[src/hdl/sacc_pkg.sv]
// ----------------------------------------------------------------------------
// sacc_pkg: shared types and constants of the sparse accumulator
// field widths, opcode codes, stream packing and control structs
// ----------------------------------------------------------------------------
package sacc_pkg;

  localparam int KEY_W       = 10;  // key field width
  localparam int WEIGHT_W    = 16;  // weight field width
  localparam int ENTRY_TOT_W = 32;  // entry_total field width
  localparam int DIST_W      = 11;  // distinct_count field width
  localparam int WIDE_W      = 17;  // holds any key range value up to 65536
  localparam int WIDE_CNT_W  = 64;  // holds any count width

  localparam int IN_DATA_W  = 32;   // key, weight, zero fill
  localparam int OUT_DATA_W = 56;   // key, total, distinct, empty, saturated, fill

  typedef enum logic {
    OP_ACCUM = 1'b0,
    OP_DRAIN = 1'b1
  } op_e;

  typedef struct packed {
    op_e                 op;
    logic [KEY_W-1:0]    key;
    logic [WEIGHT_W-1:0] weight;
  } item_t;

  typedef struct packed {
    logic cnt_we;       // count store write
    logic list_we;      // append to the seen list
    logic entry_valid;  // drain popped an entry
    logic sat;          // accumulate clipped at maximum
  } ctrl_t;

endpackage

[src/hdl/sacc_exec.sv]
// ----------------------------------------------------------------------------
// sacc_exec: execute logic of the sparse accumulator
// saturating add, list push/pop bookkeeping and result fields for one item
// ----------------------------------------------------------------------------
module sacc_exec #(
  parameter int KEY_RANGE  = 1024,
  parameter int COUNT_BITS = 32,
  parameter int ADDR_W     = $clog2(KEY_RANGE),
  parameter int TOT_W      = $clog2(KEY_RANGE + 1)
) (
  input  sacc_pkg::item_t                   item_i,
  input  logic [COUNT_BITS-1:0]             old_count_i,
  input  logic [TOT_W-1:0]                  total_i,
  input  logic [sacc_pkg::KEY_W-1:0]        top_key_i,
  input  logic [sacc_pkg::KEY_W-1:0]        list_rd_i,
  output sacc_pkg::ctrl_t                   ctrl_o,
  output logic [ADDR_W-1:0]                 cnt_addr_o,
  output logic [COUNT_BITS-1:0]             cnt_data_o,
  output logic [ADDR_W-1:0]                 list_addr_o,
  output logic [TOT_W-1:0]                  total_o,
  output logic [sacc_pkg::KEY_W-1:0]        top_key_o,
  output logic [sacc_pkg::KEY_W-1:0]        entry_key_o,
  output logic [COUNT_BITS-1:0]             entry_total_o
);
  import sacc_pkg::*;

  localparam int SUM_W = ((COUNT_BITS > WEIGHT_W) ? COUNT_BITS : WEIGHT_W) + 1;
  localparam logic [COUNT_BITS-1:0] CNT_MAX = '1;

  logic [WIDE_W-1:0]     key_wide;
  logic [WIDE_W-1:0]     top_wide;
  logic                  accum_ok;
  logic                  pop_ok;
  logic                  append;
  logic [SUM_W-1:0]      sum;
  logic                  clip;
  logic [COUNT_BITS-1:0] new_count;

  assign key_wide  = WIDE_W'(item_i.key);
  assign top_wide  = WIDE_W'(top_key_i);
  assign accum_ok  = (item_i.op == OP_ACCUM) && (item_i.weight != '0) &&
                     (key_wide < WIDE_W'(KEY_RANGE));
  assign pop_ok    = (item_i.op == OP_DRAIN) && (total_i != '0);
  assign sum       = SUM_W'(old_count_i) + SUM_W'(item_i.weight);
  assign clip      = sum > SUM_W'(CNT_MAX);
  assign new_count = clip ? CNT_MAX : sum[COUNT_BITS-1:0];
  // first hit on a key puts it on the list
  assign append    = accum_ok && (old_count_i == '0) && (total_i < TOT_W'(KEY_RANGE));

  always_comb begin
    ctrl_o.cnt_we      = accum_ok || pop_ok;
    ctrl_o.list_we     = append;
    ctrl_o.entry_valid = pop_ok;
    ctrl_o.sat         = accum_ok && clip;
    cnt_addr_o         = pop_ok ? top_wide[ADDR_W-1:0] : key_wide[ADDR_W-1:0];
    cnt_data_o         = pop_ok ? '0 : new_count;
    list_addr_o        = total_i[ADDR_W-1:0];
    entry_key_o        = pop_ok ? top_key_i : '0;
    entry_total_o      = pop_ok ? old_count_i : '0;
    if (append) begin
      total_o   = total_i + TOT_W'(1);
      top_key_o = item_i.key;
    end else if (pop_ok) begin
      total_o   = total_i - TOT_W'(1);
      top_key_o = list_rd_i;
    end else begin
      total_o   = total_i;
      top_key_o = top_key_i;
    end
  end

endmodule

[config.mk]
export PLATFORM = sky130hd
export DESIGN_NAME = sacc_exec
export DESIGN_NICKNAME = d
export VERILOG_FILES = /design/src/hdl/sacc_pkg.sv /design/src/hdl/sacc_exec.sv
export SDC_FILE = /design/constraint.sdc
export NUM_CORES = 1
export LEC_CHECK = 0
export BUFFER_PORTS_ARGS = -buffer_cell sky130_fd_sc_hd__buf_2
export CORE_MARGIN = 5
export CORE_UTILIZATION = 45
export DETAILED_ROUTE_END_ITERATION = 7
export GPL_ROUTABILITY_DRIVEN = 0
export PLACE_DENSITY_LB_ADDON = 0.2
export RECOVER_POWER = 100
export SLEW_MARGIN = 20
export SYNTH_ARGS = -nofsm -noshare
export SYNTH_HDL_FRONTEND = slang
export SYNTH_SLANG_ARGS = --single-unit
[constraint.sdc]
create_clock -name vclk -period 5
set_clock_uncertainty 0.2 [all_clocks]
set_input_delay 0.25 -clock vclk [all_inputs]
set_output_delay 0.25 -clock vclk [all_outputs]
set_load 0.02 [all_outputs]
---- Yosys cells after proc, flatten, opt, wreduce, memory -nomap -nowiden ----
Cells that the tools add are included.
cells by class
  $add $sub $neg .......................... 3
  multiplexer cells ....................... 9
  magnitude comparators ................... 3
  reduce and logical (&&, ||, !) cells .... 10
  bitwise operators ....................... 1
operators by type and width
  kind                     count
  $mux W32                 3
  $mux W10                 4
  $add A32 B16 Y33         1
  $gt A33 B32 Y1 const B   1
  $logic_not A32 Y1        1
  $mux W11                 2
  $reduce_bool A16 Y1      1
  $add A11 B1 Y11 const B  1
  $lt A10 B11 Y1 const B   1
  $lt A11 B11 Y1 const B   1
  $reduce_bool A11 Y1      1
  $sub A11 B1 Y11 const B  1
  $logic_and A1 B1 Y1      6
  $logic_or A1 B1 Y1       1
  $not A1 Y1               1
storage, ports and cells
  output and inout bits ................... 119
  bits in registers ....................... 0
  bits of input ports ..................... 90

---- Longest topological paths before layout ----
  depth in word-level cells ............... 6
  mapped depth ............................ 10
  gate-level depth less buffers ........... 10

---- Worst setup path before layout ----
No wires, ideal clock.
  kind .................................... input port to output port
  start ................................... input item_i[0] (netlist name)
  end ..................................... output cnt_data_o[14]
  stages .................................. 10
  buffers on the path ..................... 0
  arrival ................................. 2210 ps
  slack ................................... 2340 ps
  path through ............................ ha_1 inv_1 fa_1 nand2b_1 a21oi_1 or2_2 a31oi_1 o31ai_1 xnor2_1 a21oi_1
between the ends
  word-level cells in the longest chain between the ends .. 4
RTL lines
  element               line             RTL
  start, declared       sacc_exec.sv:11  input sacc_pkg::item_t item_i,
  $add A32 B16 Y33 (*)  sacc_exec.sv:44  assign sum = SUM_W'(old_count_i) + SUM_W'(item_i.weight);
  $gt A33 B32 Y1        sacc_exec.sv:45  assign clip = sum > SUM_W'(CNT_MAX);
  $mux W32 (*)          sacc_exec.sv:46  assign new_count = clip ? CNT_MAX : sum[COUNT_BITS-1:0];
  $mux W32 (*)          sacc_exec.sv:56  cnt_data_o = pop_ok ? '0 : new_count;
  end, declared         sacc_exec.sv:18  output logic [COUNT_BITS-1:0] cnt_data_o,
Every way passes the cells marked *; elsewhere a longest branch is shown, timed or not.

---- Worst setup path after layout ----
  start ................................... input total_i[3]
  end ..................................... output total_o[9]
between the ends
  word-level cells in the longest chain between the ends .. 4
  elaborated cells on any way between the ends .. 8
RTL lines
  element                                                                  line             RTL
  start, declared                                                          sacc_exec.sv:13  input logic [TOT_W-1:0] total_i,
  parallel branches: the longest is 3 deep, another holds $sub A11 B1 Y11  -
  $mux W11 (*)                                                             sacc_exec.sv:60  if (append) begin
  end, declared                                                            sacc_exec.sv:20  output logic [TOT_W-1:0] total_o,
Mark *: on every way between the ends.

==> results.toml <==
[pwr]
p_total_uw = 403.2
switching_share = 0.6536
p_per_area_nw_per_um2 = 120.6
power_frac_comb = 1.000
p_switching_uw = 263.5
internal-power_uw = 139.7
p_leak_nw = 1.518
vdd_drop_max_mv = 0.07812
pwr-share-clk = 0
power_frac_seq = 0

[drt]
drt_iter0_drc = 163
via_per_inst = 5.677
drt-total-wl_mm = 10.43
drtPass1Iterations = 4
vias = 3730
ant_nets = 0
wire_per_inst_um = 15.88
drc = 0

[die]
core_area_um2 = 5473
die_w_um = 85.02
fp.dieH_um = 85.02
design.die.area_um2 = 7228
row_count = 27
io_pins = 209
initial_utilization = 0.4627

[worst_setup_path]
worstSetupPathType = "in -> out"
critPathArrivalTime_ps = 3630
end_kind = "output port"
critPathRequiredTime_ps = 4550
cp_max_fo = 78
crit_path_start_kind = "input pin"

[cells_and_area]
seqCellArea_um2 = 0
nFlopsAndLatches = 0
nClkBuffers = 0
post-route-util = 0.6109
final_area_um2 = 3343
layoutNonFillerInstCount = 657
final_nets = 696
areaGrowthSynthToFinish_pct = 32.02
diodes = 0
fillCellCount = 596
multi_input_area_um2 = 2263
drive_above_1_share = 0.2051

[logic_synthesis]
synth_common_cells = "nand2_1, a21oi_1, and2_1"
syn_avg_cell_area_um2 = 6.162
synth_nets = 520
synth_cell_types = 52
synthMuxAreaShare = 0
synth_xor_area_frac = 0.08992
synth_compound_area_frac = 0.3305
synth_area_leaders = "and2_1, a21oi_1, ha_1"
synthCells = 411
yosys.area.top_type_share = 0.09387
synth_top_family_by_area = "simple AND/OR/NAND/NOR gates"
synth.most_common_cell = "nand2_1"
yosysSeqAreaShare = 0
yosys.area_share.simple = 0.3874
synth_area_leader_cell = "and2_1"
synth_area_um2 = 2532
yosysWarningCount = 0
synth_fa_ha_area_frac = 0.09684

[global_routing]
grt_usage = 0.2617
grt_pass1_wl_mm = 16.46
antenna_found_initial = 0
grt_pass1_vias = 3508
grt_max_degree = 79
grt_overflow = 0

[status]
failed_checks = "capacitance limit, slew limit"
outcome = "finished with violations"

[sta]
fin_ws_ps = 921.0
finalSetupViolCount = 0
holdWs_ps = 591.2
hold_viol = 0
tightest_slew_ps = 1944
rsz0062_at_grt = "false"
drv_slew = 79
finalCritPeriodShare = 0.8158
finalSetupTns_ps = 0
slew_headroom = -0.2975
max_freq_mhz = 245.2
period_minus_slack_ps = 4079

[placement]
preCtsSetupSlack_ps = 1652
dpl_cell_area_um2 = 3487
port_buffers = 209
dp_cells = 657
post-dp-hpwl_mm = 8.547

[job]
drv_cap = 1

[worst_hold_path]
hp-class = "in -> out"

[cts]
hold_buffers = 0
cts.repair.resized = 0
post_cts.repair.setup_buffers = 0
## power by group through the flow
| stage | clock network [mW] | logic (mW) | registers [mW] |
|---|---|---|---|
| after floorplan | 0 | 0.271 | 0 |
| after global placement | 0 | 0.411 | 0 |
| after detailed placement | 0 | 0.414 | 0 |
| after CTS | 0 | 0.416 | 0 |
| after global routing | 0 | 0.441 | 0 |
| final | 0 | 0.403 | 0 |
## worst max-delay path, stage by stage
cell      delay (ps)
clkbuf_1         280
nor4_1           150
nand2_1          100
o21ai_0           90
buf_4            250
inv_1           1410
nand4_1          320
nor3_1           220
a31oi_1           80
xnor2_1          170
clkbuf_1         250
## cell usage in the layout, fill, tap and decap left out, types with 3 or more instances in the layout
master and n:
buf_2 116, clkbuf_1 93, nand2_1 47, a21oi_1 46
nor2_1 34, and2_1 19, and2_0 19, a31oi_1 18
ha_1 18, nor4_1 17, o21ai_0 16, a21o_1 15
xnor2_1 15, inv_1 14, nand4_1 12, xor2_1 11
or3_1 8, and3_1 6, nand3_1 6, o21a_1 5
nand2b_1 5, o211ai_1 5, o21ai_1 4, nor3_1 4
o311a_1 3
## final cells by class
cell class                 count  share of cell area
tap                           72             0.02695
timing repair buffer         210              0.2803
inverter                      14             0.01572
multi-input combinational    361              0.6770
## logic make-up (layout without fill, tap and decap cells)
family          Yosys count  in the layout
simple gates            185            185
compound gates          131            131
buf+inv                  50            224
xor+xnor                 26             26
fa+ha+maj                19             19
## path summary, 6_finish.rpt
path                       start             end  slack, ps  depth (start not counted)
worst max-delay path  total_i[3]      total_o[9]        920                         11
worst min-delay path  total_i[0]  list_addr_o[0]        590                          2
## routing by layer
| layer | track usage | part of all wire |
|---|---|---|
| met1 | 0.3169 | 0.39 |
| met2 | 0.4922 | 0.49 |
| met3 | 0.02330 | 0.094 |
| met4 | 0.06043 | 0.029 |
| met5 | 0 | 0 |
No activity file was read; power rests on OpenSTA's default activity.
